File: src/rtl/lenode_pkg.sv
`timescale 1ns / 1ps
// Shared types, codes and helpers for the leader election node.
// Used by lenode_ctrl, lenode_dp and leader_election_node_core; no dependencies.
package lenode_pkg;

   localparam int MAX_NODES  = 16;
   localparam int TIMER_BITS = 16;
   localparam int LFSR_BITS  = 16;
   localparam int EPOCH_BITS = 32;
   localparam int VOTE_BITS  = $clog2(MAX_NODES + 1);
   localparam int STEP_BITS  = $clog2(LFSR_BITS);
   localparam int CLAMP_BITS = (TIMER_BITS > 17) ? TIMER_BITS : 17;
   localparam int ADDR_BITS  = 5;

   localparam logic [VOTE_BITS-1:0]  VOTE_CAP  = VOTE_BITS'(MAX_NODES);
   localparam logic [STEP_BITS-1:0]  STEP_LAST = STEP_BITS'(LFSR_BITS - 1);
   localparam logic [CLAMP_BITS-1:0] TIMER_MAX = CLAMP_BITS'({TIMER_BITS{1'b1}});
   localparam logic [LFSR_BITS-1:0]  LFSR_TAPS = 16'hB400;

   // Roles
   localparam logic [1:0] ROLE_FOLLOWER  = 2'd0;
   localparam logic [1:0] ROLE_CANDIDATE = 2'd1;
   localparam logic [1:0] ROLE_LEADER    = 2'd2;

   // Outgoing message kinds
   localparam logic [1:0] SEND_NONE    = 2'd0;
   localparam logic [1:0] SEND_REQUEST = 2'd1;
   localparam logic [1:0] SEND_BEAT    = 2'd2;
   localparam logic [1:0] SEND_VOTE    = 2'd3;

   // Received message kinds
   localparam logic [1:0] MSG_BEAT    = 2'd0;
   localparam logic [1:0] MSG_REQUEST = 2'd1;
   localparam logic [1:0] MSG_VOTE    = 2'd2;

   // Input commands
   localparam logic CMD_MESSAGE = 1'b0;
   localparam logic CMD_TICK    = 1'b1;

   localparam logic [4:0] NO_LEADER = 5'd16;

   // Register indexes
   localparam logic [2:0] REG_OWN_ID      = 3'd0;
   localparam logic [2:0] REG_QUORUM      = 3'd1;
   localparam logic [2:0] REG_MIN_WAIT    = 3'd2;
   localparam logic [2:0] REG_MAX_WAIT    = 3'd3;
   localparam logic [2:0] REG_BEAT_PERIOD = 3'd4;
   localparam logic [2:0] REG_SEED        = 3'd5;

   typedef struct packed {
      logic capture;
      logic eval;
      logic div_step;
      logic div_last;
      logic publish;
   } ctrl_cmd_type;

   typedef struct packed {
      logic need_div;
   } dp_stat_type;

   function automatic logic [TIMER_BITS-1:0] clamp_timer(input logic [16:0] v);
      logic [CLAMP_BITS-1:0] ext;
      ext = CLAMP_BITS'(v);
      if (ext > TIMER_MAX) begin
         return TIMER_BITS'(TIMER_MAX);
      end
      return TIMER_BITS'(ext);
   endfunction

   localparam logic [TIMER_BITS-1:0] COUNT_RESET = clamp_timer(17'd150);

endpackage

File: src/rtl/lenode_ctrl.sv
`timescale 1ns / 1ps
// Sequencer of the leader election node: evaluate, remainder steps, publish.
// Depends on lenode_pkg.
module lenode_ctrl (
   input  logic                     clock,
   input  logic                     reset,
   input  logic                     req_valid,
   output logic                     req_ready,
   output logic                     rsp_valid,
   input  logic                     rsp_ready,
   input  lenode_pkg::dp_stat_type  stat,
   output lenode_pkg::ctrl_cmd_type cmd
);
   import lenode_pkg::*;

   typedef enum logic [1:0] {
      S_IDLE,
      S_EVAL,
      S_DIV,
      S_FINISH
   } state_type;

   state_type            state_ff;
   logic [STEP_BITS-1:0] step_ff;
   logic                 rsp_valid_ff;

   assign req_ready = (state_ff == S_IDLE);
   assign rsp_valid = rsp_valid_ff;

   always_comb begin
      cmd.capture  = (state_ff == S_IDLE) && req_valid;
      cmd.eval     = (state_ff == S_EVAL);
      cmd.div_step = (state_ff == S_DIV);
      cmd.div_last = (state_ff == S_DIV) && (step_ff == STEP_LAST);
      // The output register may be refilled in the cycle its word is taken.
      cmd.publish  = (state_ff == S_FINISH) && (!rsp_valid_ff || rsp_ready);
   end

   always_ff @(posedge clock) begin
      if (reset) begin
         state_ff     <= S_IDLE;
         step_ff      <= '0;
         rsp_valid_ff <= 1'b0;
      end else begin
         if (cmd.publish) begin
            rsp_valid_ff <= 1'b1;
         end else if (rsp_ready) begin
            rsp_valid_ff <= 1'b0;
         end
         case (state_ff)
            S_IDLE: begin
               if (req_valid) begin
                  state_ff <= S_EVAL;
               end
            end
            S_EVAL: begin
               step_ff  <= '0;
               state_ff <= stat.need_div ? S_DIV : S_FINISH;
            end
            S_DIV: begin
               step_ff <= step_ff + STEP_BITS'(1);
               if (step_ff == STEP_LAST) begin
                  state_ff <= S_FINISH;
               end
            end
            S_FINISH: begin
               if (cmd.publish) begin
                  state_ff <= S_IDLE;
               end
            end
            default: begin
               state_ff <= S_IDLE;
            end
         endcase
      end
   end

endmodule

File: src/rtl/lenode_dp.sv
`timescale 1ns / 1ps
// Datapath of the leader election node: node state, role rules, LFSR,
// bit-serial remainder unit and output register. Depends on lenode_pkg.
module lenode_dp (
   input  logic                     clock,
   input  logic                     reset,
   input  lenode_pkg::ctrl_cmd_type cmd,
   output lenode_pkg::dp_stat_type  stat,
   input  logic                     req_command,
   input  logic [1:0]               req_msg_kind,
   input  logic [3:0]               req_sender,
   input  logic [31:0]              req_sender_epoch,
   input  logic [3:0]               own_id,
   input  logic [4:0]               quorum,
   input  logic [15:0]              min_wait,
   input  logic [15:0]              max_wait,
   input  logic [15:0]              beat_period,
   input  logic                     seed_wr,
   input  logic [15:0]              seed,
   output logic [1:0]               rsp_send_kind,
   output logic [3:0]               rsp_send_to,
   output logic [31:0]              rsp_send_epoch,
   output logic [1:0]               rsp_send_role,
   output logic [1:0]               rsp_role_now,
   output logic [31:0]              rsp_epoch_now,
   output logic [4:0]               rsp_known_leader,
   output logic [4:0]               rsp_vote_tally,
   output logic                     rsp_accepted,
   output logic                     rsp_fault
);
   import lenode_pkg::*;

   // Node state
   logic [1:0]            role_ff,   role_in;
   logic [EPOCH_BITS-1:0] epoch_ff,  epoch_in;
   logic [VOTE_BITS-1:0]  votes_ff,  votes_in;
   logic [4:0]            leader_ff, leader_in;
   logic [TIMER_BITS-1:0] count_ff,  count_in;
   logic [LFSR_BITS-1:0]  lfsr_ff,   lfsr_in;

   // Captured input word
   logic                  cmd_ff;
   logic [1:0]            kind_ff;
   logic [3:0]            sender_ff;
   logic [EPOCH_BITS-1:0] sepoch_ff;

   // Result fields formed during evaluation
   logic [1:0]            wk_kind_ff, wk_kind_in;
   logic [3:0]            wk_to_ff,   wk_to_in;
   logic [EPOCH_BITS-1:0] wk_ep_ff,   wk_ep_in;
   logic [1:0]            wk_role_ff, wk_role_in;
   logic                  wk_acc_ff,  wk_acc_in;
   logic                  wk_flt_ff,  wk_flt_in;

   // Remainder unit
   logic [15:0]           rem_ff, rem_in;
   logic [LFSR_BITS-1:0]  dvd_ff;
   logic [16:0]           trial;

   // Output register
   logic [1:0]            out_kind_ff;
   logic [3:0]            out_to_ff;
   logic [EPOCH_BITS-1:0] out_ep_ff;
   logic [1:0]            out_srole_ff;
   logic [1:0]            out_role_ff;
   logic [EPOCH_BITS-1:0] out_epoch_ff;
   logic [4:0]            out_leader_ff;
   logic [VOTE_BITS-1:0]  out_votes_ff;
   logic                  out_acc_ff;
   logic                  out_flt_ff;

   logic                  draw;
   logic                  has_span;
   logic [15:0]           span;
   logic [VOTE_BITS-1:0]  votes_inc;

   assign span     = max_wait - min_wait;
   assign has_span = (max_wait > min_wait);
   assign lfsr_in  = {1'b0, lfsr_ff[LFSR_BITS-1:1]} ^ (lfsr_ff[0] ? LFSR_TAPS : '0);
   assign votes_inc = (votes_ff < VOTE_CAP) ? votes_ff + VOTE_BITS'(1) : votes_ff;

   always_comb begin
      role_in    = role_ff;
      epoch_in   = epoch_ff;
      votes_in   = votes_ff;
      leader_in  = leader_ff;
      count_in   = count_ff;
      wk_kind_in = SEND_NONE;
      wk_to_in   = '0;
      wk_ep_in   = '0;
      wk_role_in = ROLE_FOLLOWER;
      wk_acc_in  = 1'b0;
      wk_flt_in  = 1'b0;
      draw       = 1'b0;
      if (cmd_ff == CMD_TICK) begin
         if (count_ff <= TIMER_BITS'(1)) begin
            if (role_ff == ROLE_LEADER) begin
               wk_kind_in = SEND_BEAT;
               wk_ep_in   = epoch_ff;
               wk_role_in = ROLE_LEADER;
               count_in   = clamp_timer({1'b0, beat_period});
            end else begin
               role_in    = ROLE_CANDIDATE;
               epoch_in   = (epoch_ff != '1) ? epoch_ff + EPOCH_BITS'(1) : epoch_ff;
               votes_in   = VOTE_BITS'(1);
               wk_kind_in = SEND_REQUEST;
               wk_ep_in   = epoch_in;
               wk_role_in = ROLE_CANDIDATE;
               draw       = 1'b1;
            end
         end else begin
            count_in = count_ff - TIMER_BITS'(1);
         end
      end else if (sepoch_ff >= epoch_ff) begin
         wk_acc_in = 1'b1;
         if (role_ff == ROLE_FOLLOWER) begin
            if (kind_ff == MSG_BEAT) begin
               leader_in = {1'b0, sender_ff};
               epoch_in  = sepoch_ff;
            end else if (kind_ff == MSG_REQUEST && sepoch_ff > epoch_ff) begin
               epoch_in   = sepoch_ff;
               wk_kind_in = SEND_VOTE;
               wk_to_in   = sender_ff;
               wk_ep_in   = sepoch_ff;
               wk_role_in = ROLE_FOLLOWER;
            end
         end else begin
            if ((kind_ff == MSG_REQUEST && sepoch_ff > epoch_ff) || kind_ff == MSG_BEAT) begin
               epoch_in = sepoch_ff;
               role_in  = ROLE_FOLLOWER;
            end else if (kind_ff == MSG_REQUEST) begin
               // A request at the same term leaves role and term unchanged.
               role_in = role_ff;
            end else if (role_ff == ROLE_CANDIDATE) begin
               if (kind_ff == MSG_VOTE) begin
                  votes_in = votes_inc;
                  if (votes_inc >= quorum) begin
                     role_in   = ROLE_LEADER;
                     leader_in = {1'b0, own_id};
                  end
               end
            end else begin
               wk_flt_in = 1'b1;
            end
         end
         if (role_in == ROLE_LEADER) begin
            count_in = clamp_timer({1'b0, beat_period});
         end else begin
            draw = 1'b1;
         end
      end
      // Without a span the draw is plain min_wait; otherwise the remainder unit loads it.
      if (draw && !has_span) begin
         count_in = clamp_timer({1'b0, min_wait});
      end
      stat.need_div = draw && has_span;
   end

   // One restoring step per cycle, MSB of the LFSR value first.
   always_comb begin
      trial = {rem_ff, dvd_ff[LFSR_BITS-1]};
      if (trial >= {1'b0, span}) begin
         rem_in = 16'(trial - {1'b0, span});
      end else begin
         rem_in = trial[15:0];
      end
   end

   always_ff @(posedge clock) begin
      if (reset) begin
         role_ff   <= ROLE_FOLLOWER;
         epoch_ff  <= '0;
         votes_ff  <= '0;
         leader_ff <= NO_LEADER;
         count_ff  <= COUNT_RESET;
         lfsr_ff   <= 16'd44257;
      end else begin
         if (seed_wr) begin
            lfsr_ff <= seed;
         end else if (cmd.eval && draw) begin
            lfsr_ff <= lfsr_in;
         end
         if (cmd.eval) begin
            role_ff   <= role_in;
            epoch_ff  <= epoch_in;
            votes_ff  <= votes_in;
            leader_ff <= leader_in;
            count_ff  <= count_in;
         end else if (cmd.div_last) begin
            count_ff <= clamp_timer({1'b0, min_wait} + {1'b0, rem_in});
         end
      end
   end

   always_ff @(posedge clock) begin
      if (cmd.capture) begin
         cmd_ff    <= req_command;
         kind_ff   <= req_msg_kind;
         sender_ff <= req_sender;
         sepoch_ff <= req_sender_epoch;
      end
      if (cmd.eval) begin
         wk_kind_ff <= wk_kind_in;
         wk_to_ff   <= wk_to_in;
         wk_ep_ff   <= wk_ep_in;
         wk_role_ff <= wk_role_in;
         wk_acc_ff  <= wk_acc_in;
         wk_flt_ff  <= wk_flt_in;
         rem_ff     <= '0;
         dvd_ff     <= lfsr_in;
      end else if (cmd.div_step) begin
         rem_ff <= rem_in;
         dvd_ff <= {dvd_ff[LFSR_BITS-2:0], 1'b0};
      end
      if (cmd.publish) begin
         out_kind_ff   <= wk_kind_ff;
         out_to_ff     <= wk_to_ff;
         out_ep_ff     <= wk_ep_ff;
         out_srole_ff  <= wk_role_ff;
         out_role_ff   <= role_ff;
         out_epoch_ff  <= epoch_ff;
         out_leader_ff <= leader_ff;
         out_votes_ff  <= votes_ff;
         out_acc_ff    <= wk_acc_ff;
         out_flt_ff    <= wk_flt_ff;
      end
   end

   assign rsp_send_kind    = out_kind_ff;
   assign rsp_send_to      = out_to_ff;
   assign rsp_send_epoch   = out_ep_ff;
   assign rsp_send_role    = out_srole_ff;
   assign rsp_role_now     = out_role_ff;
   assign rsp_epoch_now    = out_epoch_ff;
   assign rsp_known_leader = out_leader_ff;
   assign rsp_vote_tally   = 5'(out_votes_ff);
   assign rsp_accepted     = out_acc_ff;
   assign rsp_fault        = out_flt_ff;

endmodule

File: src/rtl/leader_election_node_core.sv
`timescale 1ns / 1ps
// Leader election node: a word's result is registered once it has been evaluated and, when a
// random timeout is drawn, once the one-bit-a-cycle remainder unit has reduced the LFSR value
// by the wait span; the output register waits while its previous word is not yet taken. One
// word is in work at a time; the next is accepted once the result is registered. Synchronous
// reset restores node state, sequencer and settings, not the captured word or result registers.
module leader_election_node_core (
   input  logic        clock,
   input  logic        reset,
   input  logic        req_valid,
   output logic        req_ready,
   input  logic        req_command,
   input  logic [1:0]  req_msg_kind,
   input  logic [3:0]  req_sender,
   input  logic [31:0] req_sender_epoch,
   output logic        rsp_valid,
   input  logic        rsp_ready,
   output logic [1:0]  rsp_send_kind,
   output logic [3:0]  rsp_send_to,
   output logic [31:0] rsp_send_epoch,
   output logic [1:0]  rsp_send_role,
   output logic [1:0]  rsp_role_now,
   output logic [31:0] rsp_epoch_now,
   output logic [4:0]  rsp_known_leader,
   output logic [4:0]  rsp_vote_tally,
   output logic        rsp_accepted,
   output logic        rsp_fault,
   input  logic        psel,
   input  logic        penable,
   input  logic        pwrite,
   input  logic [lenode_pkg::ADDR_BITS-1:0] paddr,
   input  logic [31:0] pwdata,
   output logic [31:0] prdata,
   output logic        pready
);
   import lenode_pkg::*;

   ctrl_cmd_type cmd;
   dp_stat_type  stat;

   logic [3:0]  own_id_ff;
   logic [4:0]  quorum_ff;
   logic [15:0] min_wait_ff;
   logic [15:0] max_wait_ff;
   logic [15:0] beat_period_ff;
   logic [15:0] seed_ff;
   logic [2:0]  reg_index;
   logic        reg_write;
   logic        seed_wr;

   assign pready    = 1'b1;
   assign reg_index = paddr[4:2];
   assign reg_write = psel && penable && pwrite;
   assign seed_wr   = reg_write && (reg_index == REG_SEED);

   always_ff @(posedge clock) begin
      if (reset) begin
         own_id_ff      <= 4'd0;
         quorum_ff      <= 5'd2;
         min_wait_ff    <= 16'd150;
         max_wait_ff    <= 16'd300;
         beat_period_ff <= 16'd50;
         seed_ff        <= 16'd44257;
      end else if (reg_write) begin
         case (reg_index)
            REG_OWN_ID:      own_id_ff      <= pwdata[3:0];
            REG_QUORUM:      quorum_ff      <= pwdata[4:0];
            REG_MIN_WAIT:    min_wait_ff    <= pwdata[15:0];
            REG_MAX_WAIT:    max_wait_ff    <= pwdata[15:0];
            REG_BEAT_PERIOD: beat_period_ff <= pwdata[15:0];
            REG_SEED:        seed_ff        <= pwdata[15:0];
            default: begin
            end
         endcase
      end
   end

   always_comb begin
      case (reg_index)
         REG_OWN_ID:      prdata = {28'd0, own_id_ff};
         REG_QUORUM:      prdata = {27'd0, quorum_ff};
         REG_MIN_WAIT:    prdata = {16'd0, min_wait_ff};
         REG_MAX_WAIT:    prdata = {16'd0, max_wait_ff};
         REG_BEAT_PERIOD: prdata = {16'd0, beat_period_ff};
         REG_SEED:        prdata = {16'd0, seed_ff};
         default:         prdata = '0;
      endcase
   end

   lenode_ctrl u_ctrl (
      .clock     (clock),
      .reset     (reset),
      .req_valid (req_valid),
      .req_ready (req_ready),
      .rsp_valid (rsp_valid),
      .rsp_ready (rsp_ready),
      .stat      (stat),
      .cmd       (cmd)
   );

   lenode_dp u_dp (
      .clock            (clock),
      .reset            (reset),
      .cmd              (cmd),
      .stat             (stat),
      .req_command      (req_command),
      .req_msg_kind     (req_msg_kind),
      .req_sender       (req_sender),
      .req_sender_epoch (req_sender_epoch),
      .own_id           (own_id_ff),
      .quorum           (quorum_ff),
      .min_wait         (min_wait_ff),
      .max_wait         (max_wait_ff),
      .beat_period      (beat_period_ff),
      .seed_wr          (seed_wr),
      .seed             (pwdata[15:0]),
      .rsp_send_kind    (rsp_send_kind),
      .rsp_send_to      (rsp_send_to),
      .rsp_send_epoch   (rsp_send_epoch),
      .rsp_send_role    (rsp_send_role),
      .rsp_role_now     (rsp_role_now),
      .rsp_epoch_now    (rsp_epoch_now),
      .rsp_known_leader (rsp_known_leader),
      .rsp_vote_tally   (rsp_vote_tally),
      .rsp_accepted     (rsp_accepted),
      .rsp_fault        (rsp_fault)
   );

   // A vote is only ever sent by a follower that took the request.
   a_vote_from_follower : assert property (@(posedge clock) disable iff (reset)
      rsp_valid && rsp_send_kind == SEND_VOTE |->
         rsp_role_now == ROLE_FOLLOWER && rsp_accepted)
      else $error("vote sent by a node that is not a follower");

   a_fault_only_leader : assert property (@(posedge clock) disable iff (reset)
      rsp_valid && rsp_fault |-> rsp_role_now == ROLE_LEADER && rsp_accepted)
      else $error("fault reported outside the leader role");

   a_request_opens_candidacy : assert property (@(posedge clock) disable iff (reset)
      rsp_valid && rsp_send_kind == SEND_REQUEST |->
         rsp_role_now == ROLE_CANDIDATE && rsp_vote_tally == 5'd1 && !rsp_accepted)
      else $error("election request without a fresh candidacy");

   a_one_word_in_work : assert property (@(posedge clock) disable iff (reset)
      req_valid && req_ready |=> !req_ready)
      else $error("second word accepted while one is in work");

endmodule
File: config.mk
export PLATFORM = sky130hd
export DESIGN_NAME = leader_election_node_core
export DESIGN_NICKNAME = d
export VERILOG_FILES = /design/src/rtl/lenode_pkg.sv /design/src/rtl/lenode_ctrl.sv /design/src/rtl/lenode_dp.sv /design/src/rtl/leader_election_node_core.sv
export SDC_FILE = /design/constraint.sdc
export NUM_CORES = 1
export LEC_CHECK = 0
export ABC_AREA = 1
export BUFFER_PORTS_ARGS = -buffer_cell sky130_fd_sc_hd__buf_2
export CORE_AREA = 2 2 269 298
export CTS_BUF_LIST = sky130_fd_sc_hd__clkbuf_16
export CTS_CLUSTER_SIZE = 12
export DETAILED_ROUTE_END_ITERATION = 10
export DIE_AREA = 0 0 271 300
export SETUP_SLACK_MARGIN = 0.1
export SKIP_CTS_REPAIR_TIMING = 1
export SLEW_MARGIN = 20
export SYNTH_ARGS = -nofsm -noshare
export SYNTH_HDL_FRONTEND = slang
export SYNTH_HIERARCHICAL = 1
export SYNTH_SLANG_ARGS = --single-unit
File: constraint.sdc
create_clock -name clock -period 6.3 [get_ports clock]
set_clock_uncertainty 0.1 [all_clocks]
set_input_delay 1.26 -clock clock [delete_from_list [all_inputs] [get_ports clock]]
set_output_delay 1.26 -clock clock [all_outputs]
set_load 0.02 [all_outputs]
==> impl_metrics.ini, run 1 <==
[critical_path]
path_common_cell = nand2_1
reg2reg_to = u_dp/count_ff[7]
worst_ep_required_time_ns = 6.62
critPathSlowestCell = fa_1
endpoint_kind = flop
startpoint_type = flop
crit-reg2reg-launch = max_wait_ff[0]
cp_max_fo = 6
crit_arrival_ns = 5.93
cpLargestDelayFamily = compound AO/OA/AOI/OAI gates
path_buf_inv = 7
ff2ff_path_depth = 30
timing.reg2reg.setup_slack_ns = 0.69
worst-setup-path-type = flop to flop
max_stage_delay_ns = 0.44

[clock_network]
clk_latency_ns = 0.58
numCtsBuffers = 41
cts_buffer_depth = 3
path_clk_slew_ns = 0.06
clock-sinks = 355
cts_tree = yes
root_buffer = clkbuf_16
htreeDepth = 2

[timing]
finalMaxSlewViolations = 0
setup_tns_ns = 0
slew_headroom = 0.375
layout_setup_ws_ns = 0.695
finalSetupViolations = 0
timing.fmax_mhz = 178
period_share = 0.890
rsz0062_at_grt = false
finalWorstPathRequiredPeriod_ns = 5.61
hold_viol_final = 0
worstMarginPinSlew_ns = 0.936

[pwr]
power.switching_uw = 4040
power.density_nw_per_um2 = 439
vdd_ir_drop_max_mv = 0.204
intPower_uw = 6030
switching_share = 0.401
seqPwrFrac = 0.330
pwr-share-clk = 0.225
pwr-share-comb = 0.445
p_leak_uw = 0.00961

[global_routing]
grt_use_met3 = 0.0184
grt.busiest_layer = met2
met2_usage = 0.254
grt_overflow = 0
antenna_found_initial = 1
grt_start_max_net_pins = 49
grt_pass1_wl_um = 92200
grt.total_usage = 0.145
groute.layer.met1.usage = 0.187
grt_pass1_vias = 15788

[worst_hold_path]
hp-start = u_dp/wk_ep_ff[25]
hold_path.class = flop to flop
holdPathEnd = u_dp/rsp_send_epoch[25]
hold_path_depth = 0

[drt]
avgViaCountPerCell = 4.57
vias = 16715
avgRoutedWirePerCell_um = 16.6
drtPass1Iterations = 7
routed_wl_um = 60700
drcViolationCount = 0
final_antenna_net_count = 0
drt_iter0_drc = 1425

[synthesis]
synth.cell_area_um2 = 19400
synth-compound-area-share = 0.117
synth_fa_ha_area_frac = 0.0637
synthCells = 2391
yosys_warnings = 6
yosys.area_share.xor_xnor = 0.0289
synth_edf_count = 183
synthMuxAreaShare = 0.00155
synthSimpleGateAreaFrac = 0.248
avgSynthCellArea_um2 = 8.12
synth-async-reset-ratio = 0
ys_ff_latch = 355
synth_top_family_by_area = simple AND/OR/NAND/NOR gates
synth_cell_types = 59
ys_seq_area_frac = 0.461
ys_dominant_reg_cell = edfxtp_1

[floorplanning]
fp-row-count = 108
core_area_um2 = 78200
fp.dieH_um = 300
pin_count = 204
die_w_um = 271
initial_core_util = 0.248
dieArea_um2 = 81300

[outcome]
status = finished clean

[finish]
layout-drive-gt1-share = 0.148
syn_to_final_growth_pct = 18.2
nNetsFinal = 2765
final_core_util = 0.293
diodes = 0

[placed_design]
place_congestion = 0.944
pre_cts_ws_ns = 0.297
port_buffers = 168
dp_hpwl_um = 45300

[flow_run]
drv_cap = 0
## worst max path at each step
stage / from / endpoint / slack, ns / cells after the start
6_report: max_wait_ff[0] / u_dp/count_ff[7] / 0.69 / 30
5_1_grt: min_wait_ff[2] / u_dp/count_ff[15] / 0.09 / 44
4_1_cts: min_wait_ff[2] / u_dp/count_ff[13] / 0.28 / 43
3_5_place_dp: min_wait_ff[2] / u_dp/count_ff[9] / 0.30 / 43
3_3_place_gp: min_wait_ff[2] / u_dp/count_ff[15] / 0.44 / 43
2_1_floorplan: rsp_ready / u_dp/rsp_accepted / 0.16 / 2
## per-layer routing
layer	vias up	wire length, um
met3	90	3060
met2	482	29600
met4	0	1630
met1	7744	26400
met5	-	0
li1	8399	-
## worst reg2reg max path, delay by kind of cell, from the launching register on
| kind | cells | cell delay (ns) |
|---|---|---|
| AOI/OAI and AO/OA | 9 | 1.37 |
| and+or+nand+nor | 9 | 1.35 |
| adders and majority gates | 4 | 1.34 |
| buffers and inverters | 7 | 0.82 |
| DFF | 1 | 0.34 |
| xor gates and xnor gates | 1 | 0.16 |
## cells in the mapped netlist (34+ instances only)
| library cell | n | share of area |
|---|---|---|
| clkbuf_1 | 40 | 0.0077 |
| dfxtp_1 | 172 | 0.18 |
| ha_1 | 94 | 0.061 |
| nand4_1 | 54 | 0.017 |
| nand2_1 | 550 | 0.11 |
| o22ai_1 | 34 | 0.011 |
| edfxtp_1 | 183 | 0.28 |
| nor2_1 | 253 | 0.049 |
| a21oi_1 | 143 | 0.037 |
| nand3_1 | 158 | 0.041 |
| xor2_1 | 39 | 0.018 |
| o21ai_0 | 150 | 0.039 |
| inv_1 | 236 | 0.046 |
## flip-flops by register name (all words and copies together) (netlist names), 32 cells and up
signal,flops
u_dp/rsp_epoch_now,32
u_dp/rsp_send_epoch,32
u_dp/sepoch_ff,32
u_dp/epoch_ff,32
u_dp/wk_ep_ff,32
## logic make-up after synthesis
kind of cell	after synthesis
mux	3
simple gates	1104
fa+ha+maj	97
compound gates	406
xor+xnor	64
flops	355
buf+inv	360
other cells	2
## power by group through the flow
stage	clock, uW	combinational, uW	sequential [uW]
final	2270	4480	3320
after global routing	2410	5070	3380
after CTS	2330	4320	3320
after detailed placement	0	4300	3360
after global placement	0	4290	3360
after floorplan	0	3030	3350
## cell type report
cell class                      count  area [um^2]
Multi-Input combinational cell   1691         9070
Fill cell                        8378        55300
Tap cell                         1045         1310
Sequential cell                   355         8940
Clock inverter                     33          245
Clock buffer                       41         1030
Timing Repair Buffer              241         1390
Inverter                          255          961
## metrics by stage
stage / total power, uW / area (um^2) / std cells / hold WS (ns)
final: 10100 / 22900 / 3661 / 0.315
after global routing: 10900 / 22900 / 3661 / 0.321
after CTS: 9980 / 22800 / 3655 / 0.317
after detailed placement: 7660 / 21600 / 3581 / 0.305
after global placement: 7650 / 21600 / 3581 / 0.302
after floorplan: 6370 / 19500 / 2406 / 0.300
## placed cells by master, fill, tap and decap left out, types with 92 or more instances in the layout
master and count:
nand2_1 547, buf_2 169, nor2_1 253, ha_1 92, a21oi_1 141, inv_1 243
dfxtp_1 170, nand3_1 157, edfxtp_1 183, o21ai_0 142
Note: power is estimated with default switching activity, not from simulation.
==> inputs of run 2 (changes only) <==
- RECOVER_POWER: default -> 50
==> impl_metrics.ini, run 2 (same netlist as run 1, synthesis figures left out) <==
[worst_hold_path]
hp-start = u_dp/wk_ep_ff[25]
hold_path_depth = 0
hold_path.class = flop to flop
holdPathEnd = u_dp/rsp_send_epoch[25]

[floorplanning]
initial_core_util = 0.248
pin_count = 204
fp-row-count = 108
core_area_um2 = 78200
fp.dieH_um = 300
dieArea_um2 = 81300
die_w_um = 271

[timing]
setup_tns_ns = 0
finalWorstPathRequiredPeriod_ns = 5.62
period_share = 0.891
timing.fmax_mhz = 178
slew_headroom = -0.671
finalMaxSlewViolations = 216
hold_viol_final = 0
rsz0062_at_grt = false
finalSetupViolations = 0
worstMarginPinSlew_ns = 2.51

[finish]
syn_to_final_growth_pct = 17.4
mostFrequentLayoutCells = 547 x nand2_1, 254 x nor2_1, 245 x inv_1
regArea_um2 = 8940
final_core_util = 0.291
nNetsFinal = 2765
nFillCells = 8424
layout-drive-gt1-share = 0.114
multi_input_area_um2 = 9030
mostFrequentLayoutCell = nand2_1

[critical_path]
worst-setup-path-type = flop to flop
reg2reg_to = u_dp/count_ff[8]
startpoint_type = flop
endpoint_kind = flop
timing.reg2reg.setup_slack_ns = 0.68
max_stage_delay_ns = 0.44
critPathSlowestCell = fa_1
crit_arrival_ns = 5.98
ff2ff_path_depth = 30
worst_ep_required_time_ns = 6.67
cp_max_fo = 6
crit-reg2reg-launch = max_wait_ff[0]

[global_routing]
grt_pass1_vias = 15788
grt_overflow = 0
grt.total_usage = 0.145
grt_start_max_net_pins = 49
grt_pass1_wl_um = 92200
antenna_found_initial = 1

[placed_design]
port_buffers = 168
dp_hpwl_um = 45300
place_congestion = 0.944

[clock_network]
clk_latency_ns = 0.58
numCtsBuffers = 41
clock-sinks = 355
path_clk_slew_ns = 0.06
root_buffer = clkbuf_16
cts_buffer_depth = 3
cts_tree = yes
htreeDepth = 2

[outcome]
status = finished, violations left
violations = max-capacitance violations, max-slew violations

[pwr]
power.switching_uw = 4050
pwr-share-comb = 0.443
pwr-share-clk = 0.226
vdd_ir_drop_max_mv = 0.204
p_leak_uw = 0.00938
seqPwrFrac = 0.331
power.density_nw_per_um2 = 442
switching_share = 0.402
intPower_uw = 6020

[drt]
avgRoutedWirePerCell_um = 16.6
drt_iter0_drc = 1382
vias = 16766
avgViaCountPerCell = 4.58
routed_wl_um = 60900
drcViolationCount = 0
final_antenna_net_count = 0
drtPass1Iterations = 6

[flow_run]
drv_cap = 7
==> run 2: cell count changes in the layout (fill, tap and decap cells not counted), moves of 2 or more <==
cell      previous run  this run
buf_4               71        66
clkbuf_1             0        82
buf_2              169        92
inv_1              243       245
inv_2               15        13
==> run 2: worst max-delay path by stage <==
stage                              start                end  slack (ns)
after CTS                 min_wait_ff[2]  u_dp/count_ff[13]        0.28
after floorplan                rsp_ready  u_dp/rsp_accepted        0.16
final                     max_wait_ff[0]   u_dp/count_ff[8]        0.68
after global routing      min_wait_ff[2]  u_dp/count_ff[15]        0.08
after detailed placement  min_wait_ff[2]   u_dp/count_ff[9]        0.30
after global placement    min_wait_ff[2]  u_dp/count_ff[15]        0.44
==> run 2: power groups by stage <==
stage          Clock (uW)  Sequential (uW)  Combinational (uW)
3_3_place_gp            0             3360                4290
5_1_grt              2410             3390                5050
6_report             2270             3340                4460
2_1_floorplan           0             3350                3030
3_5_place_dp            0             3360                4300
4_1_cts              2330             3320                4320
==> run 2: critical path: cells and delay by family (launching register included) <==
kind / cells / cell delay [ns]
and+or+nand+nor: 9 / 1.38
AOI/OAI and AO/OA: 9 / 1.37
adders and majority gates: 4 / 1.34
buffers and inverters: 7 / 0.82
DFF: 1 / 0.35
xor gates and xnor gates: 1 / 0.16
==> run 2: cell type report <==
class	count	share of cell area
Clock buffer	41	0.0450
Timing Repair Buffer	241	0.0559
Multi-Input combinational cell	1691	0.396
Inverter	255	0.0422
Antenna cell	1	0.000110
Clock inverter	33	0.0108
Sequential cell	355	0.392
Tap cell	1045	0.0574
==> run 2: metal layers <==
metal / share of wire / track usage / wire [um] / vias up
li1: - / - / - / 8393
met1: 0.44 / 0.187 / 26700 / 7789
met2: 0.49 / 0.254 / 29500 / 497
met3: 0.051 / 0.0184 / 3080 / 87
met4: 0.026 / 0.0426 / 1600 / 0
met5: 0 / 0 / 0 / -
==> run 2: through the flow <==
stage / setup WS [ns] / total power (uW) / cell area, um^2 / std cells / hold WS (ns)
final: 0.684 / 10100 / 22800 / 3662 / 0.315
after global routing: 0.0828 / 10800 / 22800 / 3661 / 0.321
after CTS: 0.276 / 9980 / 22800 / 3655 / 0.317
after global placement: 0.436 / 7650 / 21600 / 3581 / 0.302
after floorplan: 0.160 / 6370 / 19500 / 2406 / 0.300
after detailed placement: 0.297 / 7660 / 21600 / 3581 / 0.305
